==> config.mk <==
export PLATFORM = sky130hd
export DESIGN_NAME = gregorian_date_adder
export DESIGN_NICKNAME = d
export VERILOG_FILES = /design/src/rtl/gda_pkg.sv /design/src/rtl/gda_ctrl.sv /design/src/rtl/gda_datapath.sv /design/src/rtl/gregorian_date_adder.sv
export SDC_FILE = /design/constraint.sdc
export NUM_CORES = 1
export LEC_CHECK = 0
export BUFFER_PORTS_ARGS = -buffer_cell sky130_fd_sc_hd__buf_4
export CELL_PAD_IN_SITES_DETAIL_PLACEMENT = 0
export CELL_PAD_IN_SITES_GLOBAL_PLACEMENT = 1
export CORE_ASPECT_RATIO = 0.75
export CORE_MARGIN = 5
export CORE_UTILIZATION = 50
export CTS_CLUSTER_SIZE = 28
export DETAILED_ROUTE_END_ITERATION = 8
export PLACE_DENSITY = 0.87
export SLEW_MARGIN = 5
export SYNTH_ARGS = -nofsm -noshare
export SYNTH_HDL_FRONTEND = slang
export SYNTH_SLANG_ARGS = --single-unit
==> constraint.sdc <==
create_clock -name aclk -period 6.6 [get_ports aclk]
set_input_delay 0 -clock aclk [delete_from_list [all_inputs] [get_ports aclk]]
set_output_delay 0 -clock aclk [all_outputs]
set_load 0.05 [all_outputs]
==> src/rtl/gda_pkg.sv <==
// Shared types, constants and calendar helpers for the Gregorian date adder.
`timescale 1ns / 1ps

package gda_pkg;

    localparam logic [2:0] CMD_DAYS    = 3'd0;
    localparam logic [2:0] CMD_WEEKS   = 3'd1;
    localparam logic [2:0] CMD_MONTHS  = 3'd2;
    localparam logic [2:0] CMD_YEARS   = 3'd3;
    localparam logic [2:0] CMD_DECADES = 3'd4;

    localparam logic [3:0] MONTH_JAN = 4'd1;
    localparam logic [3:0] MONTH_FEB = 4'd2;
    localparam logic [3:0] MONTH_DEC = 4'd12;

    localparam logic [4:0] DAYS_FEB_LEAP   = 5'd29;
    localparam logic [4:0] DAYS_DEC        = 5'd31;
    localparam logic [4:0] DAY_FIRST       = 5'd1;
    localparam logic [8:0] CYCLE_YEARS     = 9'd400;
    localparam logic [8:0] CENTURY_YEARS   = 9'd100;
    localparam int         DAYS_PER_WEEK   = 7;
    localparam int         YEARS_PER_DEC   = 10;

    localparam logic [4:0] MONTH_LEN [12] = '{
        5'd31, 5'd28, 5'd31, 5'd30, 5'd31, 5'd30,
        5'd31, 5'd31, 5'd30, 5'd31, 5'd30, 5'd31
    };

    // commands from the controller to the datapath
    typedef struct packed {
        logic load;
        logic mod_step;
        logic check;
        logic day_step;
        logic month_step;
        logic year_step;
        logic out_load;
    } gda_cmd_t;

    // status from the datapath to the controller
    typedef struct packed {
        logic       mod_done;
        logic       bad_now;
        logic       day_fin;
        logic       month_fin;
        logic       out_free;
        logic [2:0] command;
    } gda_stat_t;

    // leap test on the year modulo 400
    function automatic logic is_leap(input logic [8:0] r400);
        return (r400 == 9'd0) ||
               ((r400[1:0] == 2'd0) && (r400 != CENTURY_YEARS) &&
                (r400 != 9'(2 * CENTURY_YEARS)) && (r400 != 9'(3 * CENTURY_YEARS)));
    endfunction

    // length of a month, zero for a month code that is not valid
    function automatic logic [4:0] month_days(input logic [3:0] m, input logic leap);
        logic [3:0] idx;
        idx = m - 4'd1;
        if (m < MONTH_JAN || m > MONTH_DEC) begin
            return 5'd0;
        end else if (m == MONTH_FEB) begin
            return leap ? DAYS_FEB_LEAP : MONTH_LEN[1];
        end else begin
            return MONTH_LEN[idx];
        end
    endfunction

endpackage

==> src/rtl/gda_ctrl.sv <==
// Sequencer for the date adder: request intake, phase stepping, result hand-off.
`timescale 1ns / 1ps

module gda_ctrl
    import gda_pkg::*;
(
    input  logic      aclk,
    input  logic      aresetn,
    input  logic      s_tvalid,
    output logic      s_tready,
    input  gda_stat_t stat,
    output gda_cmd_t  cmd
);

    localparam logic [2:0] ST_IDLE   = 3'd0;
    localparam logic [2:0] ST_MOD    = 3'd1;
    localparam logic [2:0] ST_CHECK  = 3'd2;
    localparam logic [2:0] ST_DAYS   = 3'd3;
    localparam logic [2:0] ST_MONTHS = 3'd4;
    localparam logic [2:0] ST_YEARS  = 3'd5;
    localparam logic [2:0] ST_FINISH = 3'd6;

    logic [2:0] state_reg;
    logic [2:0] state_next;

    assign s_tready = (state_reg == ST_IDLE);

    always_comb begin
        state_next = state_reg;
        cmd        = '0;
        unique case (state_reg)
            ST_IDLE: begin
                if (s_tvalid) begin
                    cmd.load   = 1'b1;
                    state_next = ST_MOD;
                end
            end
            ST_MOD: begin
                cmd.mod_step = 1'b1;
                if (stat.mod_done) begin
                    state_next = ST_CHECK;
                end
            end
            ST_CHECK: begin
                cmd.check = 1'b1;
                if (stat.bad_now) begin
                    state_next = ST_FINISH;
                end else if (stat.command == CMD_DAYS || stat.command == CMD_WEEKS) begin
                    state_next = ST_DAYS;
                end else if (stat.command == CMD_MONTHS) begin
                    state_next = ST_MONTHS;
                end else if (stat.command == CMD_YEARS || stat.command == CMD_DECADES) begin
                    state_next = ST_YEARS;
                end else begin
                    state_next = ST_FINISH;
                end
            end
            ST_DAYS: begin
                cmd.day_step = 1'b1;
                if (stat.day_fin) begin
                    state_next = ST_FINISH;
                end
            end
            ST_MONTHS: begin
                if (stat.month_fin) begin
                    state_next = ST_FINISH;
                end else begin
                    cmd.month_step = 1'b1;
                end
            end
            ST_YEARS: begin
                cmd.year_step = 1'b1;
                state_next    = ST_FINISH;
            end
            ST_FINISH: begin
                if (stat.out_free) begin
                    cmd.out_load = 1'b1;
                    state_next   = ST_IDLE;
                end
            end
            default: begin
                state_next = ST_IDLE;
            end
        endcase
    end

    always_ff @(posedge aclk) begin
        if (!aresetn) begin
            state_reg <= ST_IDLE;
        end else begin
            state_reg <= state_next;
        end
    end

endmodule

==> src/rtl/gda_datapath.sv <==
// Date registers, year-mod-400 tracking, day/month/year stepping and result register.
`timescale 1ns / 1ps

module gda_datapath
    import gda_pkg::*;
#(
    parameter int YEAR_BITS = 16
) (
    input  logic        aclk,
    input  logic        aresetn,
    input  gda_cmd_t    cmd,
    output gda_stat_t   stat,
    input  logic [47:0] s_tdata,
    output logic        m_tvalid,
    input  logic        m_tready,
    output logic [31:0] m_tdata
);

    localparam logic [YEAR_BITS-1:0] YEAR_MAX   = '1;
    localparam logic [32:0]          YEAR_LIMIT = (33'd1 << YEAR_BITS) - 33'd1;

    // byte weights of the year modulo 400, and ceil(2^26 / 400)
    localparam logic [8:0]  R400_B1    = 9'd256;
    localparam logic [8:0]  R400_B2    = 9'd336;
    localparam logic [8:0]  R400_B3    = 9'd16;
    localparam logic [17:0] R400_RECIP = 18'd167773;

    localparam logic [1:0] MOD_FOLD = 2'd0;
    localparam logic [1:0] MOD_QUO  = 2'd1;
    localparam logic [1:0] MOD_REM  = 2'd2;

    logic [2:0]           command_reg;
    logic [17:0]          rem_reg;
    logic [4:0]           day_reg;
    logic [3:0]           month_reg;
    logic [YEAR_BITS-1:0] year_reg;
    logic [15:0]          year_raw_reg;
    logic                 year_hi_reg;
    logic [8:0]           r400_reg;
    logic [1:0]           mod_phase_reg;
    logic [17:0]          mod_sum_reg;
    logic [8:0]           mod_quo_reg;
    logic                 bad_reg;
    logic                 ovf_reg;
    logic                 m_tvalid_reg;
    logic [31:0]          m_tdata_reg;

    // request fields
    logic [2:0]  in_command;
    logic [14:0] in_amount;
    logic [4:0]  in_day;
    logic [3:0]  in_month;
    logic [15:0] in_year;
    logic [31:0] in_year_ext;

    assign in_command  = s_tdata[2:0];
    assign in_amount   = s_tdata[17:3];
    assign in_day      = s_tdata[22:18];
    assign in_month    = s_tdata[26:23];
    assign in_year     = s_tdata[42:27];
    assign in_year_ext = 32'(in_year);

    logic                 leap_cur;
    logic [4:0]           dim_cur;
    logic [4:0]           left;
    logic                 at_dec;
    logic                 at_top;
    logic [3:0]           month_nx;
    logic [8:0]           r400_inc;
    logic [8:0]           r400_nx;
    logic [YEAR_BITS-1:0] year_nx;
    logic [4:0]           dim_nx;
    logic [17:0]          mod_fold;
    logic [8:0]           mod_quo;
    logic [17:0]          mod_rem;
    logic [21:0]          year_add;
    logic [32:0]          year_sum;
    logic [31:0]          year_ext;

    always_comb begin
        leap_cur  = is_leap(r400_reg);
        dim_cur   = month_days(month_reg, leap_cur);
        left      = dim_cur - day_reg;
        at_dec    = (month_reg == MONTH_DEC);
        at_top    = at_dec && (year_reg == YEAR_MAX);
        r400_inc  = (r400_reg == CYCLE_YEARS - 9'd1) ? 9'd0 : r400_reg + 9'd1;
        month_nx  = at_dec ? MONTH_JAN : month_reg + 4'd1;
        r400_nx   = at_dec ? r400_inc : r400_reg;
        year_nx   = at_dec ? year_reg + 1'b1 : year_reg;
        dim_nx    = month_days(month_nx, is_leap(r400_nx));
        year_ext  = 32'(year_reg);
        // congruent to the year mod 400, below 2^18
        mod_fold  = 18'(year_ext[7:0]) +
                    18'(year_ext[15:8]) * 18'(R400_B1) +
                    18'(year_ext[23:16]) * 18'(R400_B2) +
                    18'(year_ext[31:24]) * 18'(R400_B3);
        mod_quo   = 9'((36'(mod_sum_reg) * 36'(R400_RECIP)) >> 26);
        mod_rem   = mod_sum_reg - 18'(mod_quo_reg) * 18'(CYCLE_YEARS);
        year_add  = (command_reg == CMD_DECADES) ?
                    22'(rem_reg) * 22'(YEARS_PER_DEC) : 22'(rem_reg);
        year_sum  = 33'(year_reg) + 33'(year_add);
    end

    assign stat.mod_done  = (mod_phase_reg == MOD_REM);
    assign stat.bad_now   = (day_reg == 5'd0) || (dim_cur == 5'd0) || year_hi_reg ||
                            (day_reg > dim_cur);
    assign stat.day_fin   = (rem_reg <= 18'(left)) || at_top;
    assign stat.month_fin = (rem_reg == 18'd0) || at_top;
    assign stat.out_free  = !m_tvalid_reg || m_tready;
    assign stat.command   = command_reg;

    always_ff @(posedge aclk) begin
        if (cmd.load) begin
            command_reg   <= in_command;
            rem_reg       <= (in_command == CMD_WEEKS) ?
                             18'(in_amount) * 18'(DAYS_PER_WEEK) : 18'(in_amount);
            day_reg       <= in_day;
            month_reg     <= in_month;
            year_reg      <= in_year_ext[YEAR_BITS-1:0];
            year_raw_reg  <= in_year;
            year_hi_reg   <= (in_year_ext >> YEAR_BITS) != 32'd0;
            r400_reg      <= 9'd0;
            mod_phase_reg <= MOD_FOLD;
            bad_reg       <= 1'b0;
            ovf_reg       <= 1'b0;
        end else if (cmd.mod_step) begin
            // year mod 400: byte fold, reciprocal quotient, remainder
            if (mod_phase_reg == MOD_FOLD) begin
                mod_sum_reg <= mod_fold;
            end else if (mod_phase_reg == MOD_QUO) begin
                mod_quo_reg <= mod_quo;
            end else begin
                r400_reg <= mod_rem[8:0];
            end
            mod_phase_reg <= mod_phase_reg + 2'd1;
        end else if (cmd.check) begin
            bad_reg <= stat.bad_now;
        end else if (cmd.day_step) begin
            if (rem_reg <= 18'(left)) begin
                day_reg <= day_reg + rem_reg[4:0];
            end else if (at_top) begin
                day_reg <= DAYS_DEC;
                ovf_reg <= 1'b1;
            end else begin
                rem_reg   <= rem_reg - (18'(left) + 18'd1);
                month_reg <= month_nx;
                year_reg  <= year_nx;
                r400_reg  <= r400_nx;
                day_reg   <= DAY_FIRST;
            end
        end else if (cmd.month_step) begin
            // cascaded clamp: each step limits the day to the new month
            month_reg <= month_nx;
            year_reg  <= year_nx;
            r400_reg  <= r400_nx;
            rem_reg   <= rem_reg - 18'd1;
            if (day_reg > dim_nx) begin
                day_reg <= dim_nx;
            end
        end else if (cmd.year_step) begin
            if (year_sum > YEAR_LIMIT) begin
                year_reg <= YEAR_MAX;
                ovf_reg  <= 1'b1;
            end else begin
                year_reg <= year_sum[YEAR_BITS-1:0];
            end
        end
    end

    always_ff @(posedge aclk) begin
        if (!aresetn) begin
            m_tvalid_reg <= 1'b0;
        end else if (cmd.out_load) begin
            m_tvalid_reg <= 1'b1;
        end else if (m_tready) begin
            m_tvalid_reg <= 1'b0;
        end
    end

    // month overflow: stepping stops at December of the top year
    always_ff @(posedge aclk) begin
        if (cmd.out_load) begin
            m_tdata_reg <= {5'd0,
                            ovf_reg | (command_reg == CMD_MONTHS && at_top &&
                                       rem_reg != 18'd0 && !bad_reg),
                            bad_reg,
                            bad_reg ? year_raw_reg : year_ext[15:0],
                            month_reg,
                            day_reg};
        end
    end

    assign m_tvalid = m_tvalid_reg;
    assign m_tdata  = m_tdata_reg;

endmodule

==> src/rtl/gregorian_date_adder.sv <==
// Top level of the Gregorian date adder: controller and datapath.
//
//  channel | direction | tdata fields, lowest bit up
//  s_      | in        | command[2:0] amount[17:3] day_in[22:18] month_in[26:23] year_in[42:27]
//  m_      | out       | day_out[4:0] month_out[8:5] year_out[24:9] bad_date[25]
//          |           | year_overflow[26]
//
// One request at a time. A request passes through intake, the year mod 400 (byte fold,
// reciprocal quotient, remainder), the date check and the phase: days/weeks step one
// month boundary at a time, months step one month at a time, years/decades add the whole
// amount; then the result register is loaded once the output is free. Reset is
// synchronous, active low, and clears the controller and m_tvalid.
// A held result does not block intake of the next request.
`timescale 1ns / 1ps

module gregorian_date_adder
    import gda_pkg::*;
#(
    parameter int YEAR_BITS = 16
) (
    input  logic        aclk,
    input  logic        aresetn,
    input  logic        s_tvalid,
    output logic        s_tready,
    input  logic [47:0] s_tdata,   // command, amount, day_in, month_in, year_in, zero fill
    output logic        m_tvalid,
    input  logic        m_tready,
    output logic [31:0] m_tdata    // day_out, month_out, year_out, bad_date,
                                   // year_overflow, zero fill
);

    gda_cmd_t  cmd;
    gda_stat_t stat;

    gda_ctrl u_ctrl (
        .aclk     (aclk),
        .aresetn  (aresetn),
        .s_tvalid (s_tvalid),
        .s_tready (s_tready),
        .stat     (stat),
        .cmd      (cmd)
    );

    gda_datapath #(
        .YEAR_BITS (YEAR_BITS)
    ) u_datapath (
        .aclk     (aclk),
        .aresetn  (aresetn),
        .cmd      (cmd),
        .stat     (stat),
        .s_tdata  (s_tdata),
        .m_tvalid (m_tvalid),
        .m_tready (m_tready),
        .m_tdata  (m_tdata)
    );

endmodule

* After elaboration in Yosys (flattened, before gate mapping)
Memory sizes are Yosys's and may differ from the RTL's.
Cells that the tools add are included.
** Word-level totals
- Bits in registers :: 132
- Memory bits (read-only) :: 160
- Word-level logic and storage cells :: 227
- Memories kept :: 2
** Memories
- (no name shown) :: depth 16, bits a word 5, rd ports 1, clocked after Yosys merged registers in 0, write ports 0, line gda_pkg.sv:66 : return MONTH_LEN[idx];
- (no name shown) :: depth 16, bits a word 5, rd ports 1, clocked after Yosys merged registers in 0, write ports 0, line gda_pkg.sv:66
** Operators by class
- Add/subtract/negate cells :: 14
- $mul :: 4
- $lt $le $gt $ge :: 10
- Equality and inequality tests :: 41
- Mux-type cells :: 84
- Bitwise logic cells :: 7
- Reduce and logical (&&, ||, !) cells :: 50
** Operators with widths (count)
- 16-bit 2-to-1 mux :: 11
- 18-bit 2-to-1 mux :: 8
- 9-bit 2-to-1 mux :: 10
- 5-bit 2-to-1 mux :: 16
- 17-bit by 18-bit multiplier with 35-bit output, second input constant :: 1
- 33-bit by 16-bit greater-than comparator with 1-bit output, second input constant :: 1
- 4-bit 2-to-1 mux :: 8
- 16-bit by 22-bit adder with 23-bit output :: 1
- 22-bit 2-to-1 mux :: 1
- 18-bit by 3-bit multiplier with 21-bit output, second input constant :: 1
- 3-bit 2-to-1 mux :: 7
- 3-bit one-hot mux with 7 select lines :: 1
- 1-bit 2-to-1 mux :: 20
- 18-bit by 5-bit <= comparator with 1-bit output :: 1
- 18-bit logical NOT :: 1
- 9-bit logical NOT :: 2
- 15-bit by 3-bit multiplier with 18-bit output, second input constant :: 1
- 9-bit by 7-bit != test with 1-bit output, second input constant :: 2
- 9-bit by 8-bit != test with 1-bit output, second input constant :: 2
- 9-bit != test, second input constant :: 2
- 18-bit nonzero test :: 1
- 18-bit by 1-bit subtractor with 18-bit output, second input constant :: 1
- 18-bit subtractor :: 1
- 8-bit by 16-bit adder with 17-bit output :: 1
- 45 further kinds :: 109

* Depth between registers and ports, before layout
- Word-level depth :: 18
- Gate-level depth with buffers :: 28
- Mapped depth without buffers :: 27

* Modules after synthesis
From an unflattened synthesis, not the netlist that was laid out.
** Second synthesis, totals
- Cells, all modules :: 1535
- Area total of the unflattened synthesis :: 15058.2 um^2
** Modules (own cells, without submodules)
- gda_datapath :: times used 1, cells each 1497, area each 14765.4 um^2, sequential area each 3583.4 um^2
- gda_ctrl :: times used 1, cells each 38, area each 292.8 um^2, sequential area each 60.1 um^2

* Least setup slack after synthesis
OpenSTA, ideal clock, no wires.
- Kind :: register -> register
- From :: reg u_datapath.month_reg[0]
- To :: reg u_datapath.year_reg[0] (enable)
- Library setup time :: 0.373 ns
- Data arrival time :: 5.459 ns
- Data required time :: 6.227 ns
- Path slack :: 0.768 ns
- Stages on the path, launching flop included :: 24
- Buffers on the path :: 0
- Cells stage by stage :: edfxtp_1 -> inv_1 -> ha_1 -> nor2_1 -> o21ai_0 -> o21ai_0 -> a21oi_1 -> nor2_1 -> a221oi_1 -> a311o_1 -> ha_1 -> inv_1 -> fa_1 -> a21o_1 -> a21oi_1 -> xnor2_1 -> inv_1 -> ha_1 -> and3_1 -> a21oi_1 -> a32oi_1 -> o21ai_0 -> a31oi_1 -> o22a_1
** On the way
- Word-level cells in the longest chain between the ends :: 11
** Ends and longest elaborated chain
- from (decl) :: line gda_datapath.sv:35 : logic [3:0] month_reg;
- from (signal assigned) :: line gda_datapath.sv:118 : month_reg <= in_month;
- from (signal assigned) :: line gda_datapath.sv:146 : month_reg <= month_nx;
- from (signal assigned) :: line gda_datapath.sv:153 : month_reg <= month_nx;
- 4-bit by 1-bit subtractor with 4-bit output :: line gda_pkg.sv:60 : idx = m - 4'd1;
- 4-bit inverter with 5-bit output (implied by the code) :: line gda_pkg.sv:66
- memory read 16 x 5 bit
- 5-bit 2-to-1 mux (implied by the code) (2 in a row) :: line gda_pkg.sv:66
- 5-bit 2-to-1 mux :: line gda_pkg.sv:63 : end else if (m == MONTH_FEB) begin
- 5-bit 2-to-1 mux :: line gda_pkg.sv:61 : if (m < MONTH_JAN || m > MONTH_DEC) begin
- 5-bit subtractor :: line gda_datapath.sv:83 : left = dim_cur - day_reg;
- 18-bit by 5-bit <= comparator with 1-bit output :: line gda_datapath.sv:139 : if (rem_reg <= 18'(left)) begin
- 3-bit != test (no line)
- 5-bit AND reduction (no line) (*)
- to (signal assigned) :: line gda_datapath.sv:147 : year_reg <= year_nx;
- to (signal assigned) :: line gda_datapath.sv:154 : year_reg <= year_nx;
- to (signal assigned) :: line gda_datapath.sv:165 : year_reg <= year_sum[YEAR_BITS-1:0];
- to (decl) :: line gda_datapath.sv:36 : logic [YEAR_BITS-1:0] year_reg;
Every way passes the cells marked *; elsewhere a longest branch is shown, timed or not. The select of a mux whose other input is x is not followed.
A chain may end at the register's enable or synchronous reset.

* Worst setup path in the final report
- From :: reg u_datapath.rem_reg[1]
- To :: reg u_datapath.year_reg[2], data pin
** On the way
- Word-level cells in the longest chain between the ends :: 11
** Ends and longest elaborated chain
- from (decl) :: line gda_datapath.sv:33 : logic [17:0] rem_reg;
- from (signal assigned) :: line gda_datapath.sv:115 : rem_reg <= (in_command == CMD_WEEKS) ?
- from (signal assigned) :: line gda_datapath.sv:145 : rem_reg <= rem_reg - (18'(left) + 18'd1);
- from (signal assigned) :: line gda_datapath.sv:156 : rem_reg <= rem_reg - 18'd1;
- 18-bit by 3-bit multiplier with 21-bit output :: line gda_datapath.sv:100 : 22'(rem_reg) * 22'(YEARS_PER_DEC) : 22'(rem_reg);
- 22-bit 2-to-1 mux :: line gda_datapath.sv:99 : year_add = (command_reg == CMD_DECADES) ?
- 16-bit by 22-bit adder with 23-bit output :: line gda_datapath.sv:101 : year_sum = 33'(year_reg) + 33'(year_add);
- 33-bit by 16-bit greater-than comparator with 1-bit output :: line gda_datapath.sv:161 : if (year_sum > YEAR_LIMIT) begin
- 16-bit 2-to-1 mux :: line gda_datapath.sv:161
- 16-bit 2-to-1 mux :: line gda_datapath.sv:160 : end else if (cmd.year_step) begin
- 16-bit 2-to-1 mux (*) :: line gda_datapath.sv:151 : end else if (cmd.month_step) begin
- 16-bit 2-to-1 mux (*) :: line gda_datapath.sv:138 : end else if (cmd.day_step) begin
- 16-bit 2-to-1 mux (*) :: line gda_datapath.sv:136 : end else if (cmd.check) begin
- 16-bit 2-to-1 mux (*) :: line gda_datapath.sv:126 : end else if (cmd.mod_step) begin
- 16-bit 2-to-1 mux (*) :: line gda_datapath.sv:113 : if (cmd.load) begin
- to (signal assigned) :: line gda_datapath.sv:119 : year_reg <= in_year_ext[YEAR_BITS-1:0];
- to (signal assigned) :: line gda_datapath.sv:147
- to (signal assigned) :: line gda_datapath.sv:154
Marked as above.

==> impl_results.md <==
- Status: completed
- Post-synth ARST share: 0
- First drt pass iteration count: 5
- Sequential cell area fraction in the yosys report: 0.243
- Final Core Density: 0.577
- Vias in the first global route: between 10,000 and 15,000
- Worst-path cell chain: ha_1 -> ha_1 -> fa_1 -> a211oi_1 -> o21bai_1 -> a2111oi_0 -> nor2_1 -> xnor2_1 -> o21ai_0 -> ha_1 -> a21oi_1 -> nand2b_1 -> nor3_1 -> a21oi_1 -> a2111oi_0 -> nor2b_1 -> mux2i_1 -> o22a_1 -> nor2_1 -> o21ai_0
- Clock skew: 8.42 ps
- Startpoint Class: flip-flop
- Top_reg_cell synth: edfxtp_1
- Worst hold start: s_tdata[17]
- Largest net degree at the start of global routing: 51
- First-pass GRT wire length: 59,800 um
- RSZ-0062 raised after global routing: false
- CP Class: reg2reg
- Core Region: 0.0293 mm2
- Worst hold path type: in2reg
- Slew Viols, Final: 0
- Leading cell type in the layout, fill and taps excluded: ha_1
- Antenna-violating nets left: 0
- CTS tree: built
- # setup viols final: 0
- Layout cells sized above 1: 0.0905
- Largest register FFs: 27
- Commonest cells after routing, fill and taps aside: ha_1 (233), inv_1 (208), fa_1 (120)
- WP data required: 6750 ps
- Cell mode on critical path: ha_1
- CP top delay family: compound AO/OA/AOI/OAI gates
- H-Tree Depth: 4
- Die X: between 200 and 250 um
- CTS buffer count: 17
- DRT iter0 DRCs: 893
- Die height: 160 um
- Slowest stage cell, crit path: nor2_1
- Setup crit start: u_datapath.rem_reg[1]
- I/O Pins: 86
- Reg2reg start: u_datapath.rem_reg[1]
- Clk_lat worst skew: 430 ps
- Slew @ Worst Pin: 1110 ps
- Nets: 2,060
- DRT Wirelength: roughly 37,000 um
- Initial Util: 0.511
- Wire per inst: 17.8 um
- Synth Warn #: 0
- Initial antenna violation count: 0
- Die area: 0.0336 mm2
- Total grt overflow: 0
- All-Layer GR Usage: 0.221
- Syn_area_per_cell: roughly 9.7 um2
- Count of final hold-check violations: 0
- Total of max-cap violations: 0
- Final HPWL from detailed placement: 29,600 um
- Total negative setup slack: 0 ps
- Synthesized instance count: 1,553
- Mapped Area: 0.0150 mm2
- PortBufs: 75
- # rows: 54
- Crit path max fanout: 12
- Area delta synth->final: 12.8%
- F_max: about 0.16 GHz
- CP endpoint kind: flip-flop
- Vias per cell: between 5 and 6
- DRC Markers: 0
- Final min period: 6330 ps
- Buf/Inv on CP: 0
- CP Data Arrival Time: 6480 ps
- Max clock buf depth: 2
- Relative slew slack: 0.259
- Yosys reg bits: 127
- Ant. Diodes: 0
- Vias: 11,600
- Critical Path Max Stage Delay: ~600 ps
- Distinct cells, synth: 73
- GP Congestion: 0.910
- Clk root buf: clkbuf_16
- Post-synth EDFFs: 110
- Final Cycle Share: 0.959
- Clk slew on worst S/H paths: 60 ps
- Clock sink total: roughly 130
[per-layer routing]
| metal | track usage | share of wire | up-vias |
|---|---|---|---|
| met5 | 0 | 0 | - |
| met4 | 0.0433 | 0.010 | 0 |
| met3 | 0.0335 | 0.060 | 25 |
| met2 | 0.319 | 0.43 | 323 |
| met1 | 0.350 | 0.50 | 5606 |
| li1 | - | - | 5647 |
[repair_timing]
item | in CTS | in global routing
hold endpoints to repair | 56 | 0
hold buffers | 39 | 0
endpoints found under the setup margin | 0 | 1
setup buffers | 0 | 0
resized for setup | 0 | 1
[worst min-delay path: stages]
cell and delay [ps]:
buf_4 120, a21oi_1 60, a22oi_1 140
[metrics by stage]
step | hold WS (ps) | std cells | setup slack, ps | cell area (um2)
after floorplan | 98.9 | 1557 | 768 | 15000
after global placement | 192 | 1989 | 441 | 16000
after detailed placement | 193 | 1989 | 313 | 16000
after CTS | 3.62 | 2060 | 281 | 16900
after global routing | 51.0 | 2060 | 17.0 | 16900
final | 19.8 | 2060 | 272 | 16900
[path summary, 6_finish.rpt]
check	to	slack, ps	depth (start not counted)
max reg2reg	u_datapath.year_reg[2]	270	20
min	u_datapath.rem_reg[14]	20	3
max	u_datapath.year_reg[2]	270	20
min reg2reg	u_datapath.mod_phase_reg[1]	480	2
[cell families (layout without fill, tap and decap cells)]
group / after synthesis / count (layout) / share of synthesized area
compound gates: 335 / 335 / 0.147
xor+xnor: 100 / 100 / 0.0584
fa+ha+maj: 353 / 353 / 0.355
buf+inv: 254 / 365 / 0.0654
flops: 127 / 127 / 0.243
mux: 21 / 21 / 0.0155
other cells: 1 / 5 / 0.000250
simple gates: 362 / 362 / 0.116
[cell type report]
class	instances	area [um2]
Fill cell	2560	12400
Multi-Input combinational cell	1176	10400
Sequential cell	127	3640
Timing Repair Buffer	124	1030
Inverter	209	785
Tap cell	392	490
Clock buffer	18	429
Clock inverter	14	133
[cells in the mapped netlist, drive strengths merged, types with 6 or more instances]
cell type | number | area (um2)
ha | 233 | 2920
inv | 208 | 781
fa | 120 | 2400
edfxtp | 110 | 3300
nand2 | 107 | 402
nor2 | 98 | 368
a21oi | 84 | 420
o21ai | 83 | 415
xnor2 | 62 | 543
xor2 | 38 | 333
clkbuf | 32 | 120
a21o | 31 | 233
nand3 | 22 | 110
nor2b | 21 | 131
nor3 | 21 | 105
nand2b | 19 | 119
mux2 | 18 | 203
dfxtp | 17 | 340
a211oi | 15 | 113
and3 | 14 | 87.6
o211ai | 14 | 105
buf | 13 | 75.1
nor4 | 12 | 75.1
a31oi | 11 | 68.8
or3 | 11 | 68.8
o21a | 9 | 67.6
o21bai | 9 | 67.6
a221oi | 8 | 70.1
a22oi | 8 | 60.1
nand4 | 8 | 50.1
o31ai | 7 | 52.6
a2111oi | 6 | 77.6
nand3b | 6 | 45.0
o22ai | 6 | 37.5
Power is not shown: default switching activity piles up to over one toggle a cycle in this logic, so the estimate is an artifact.
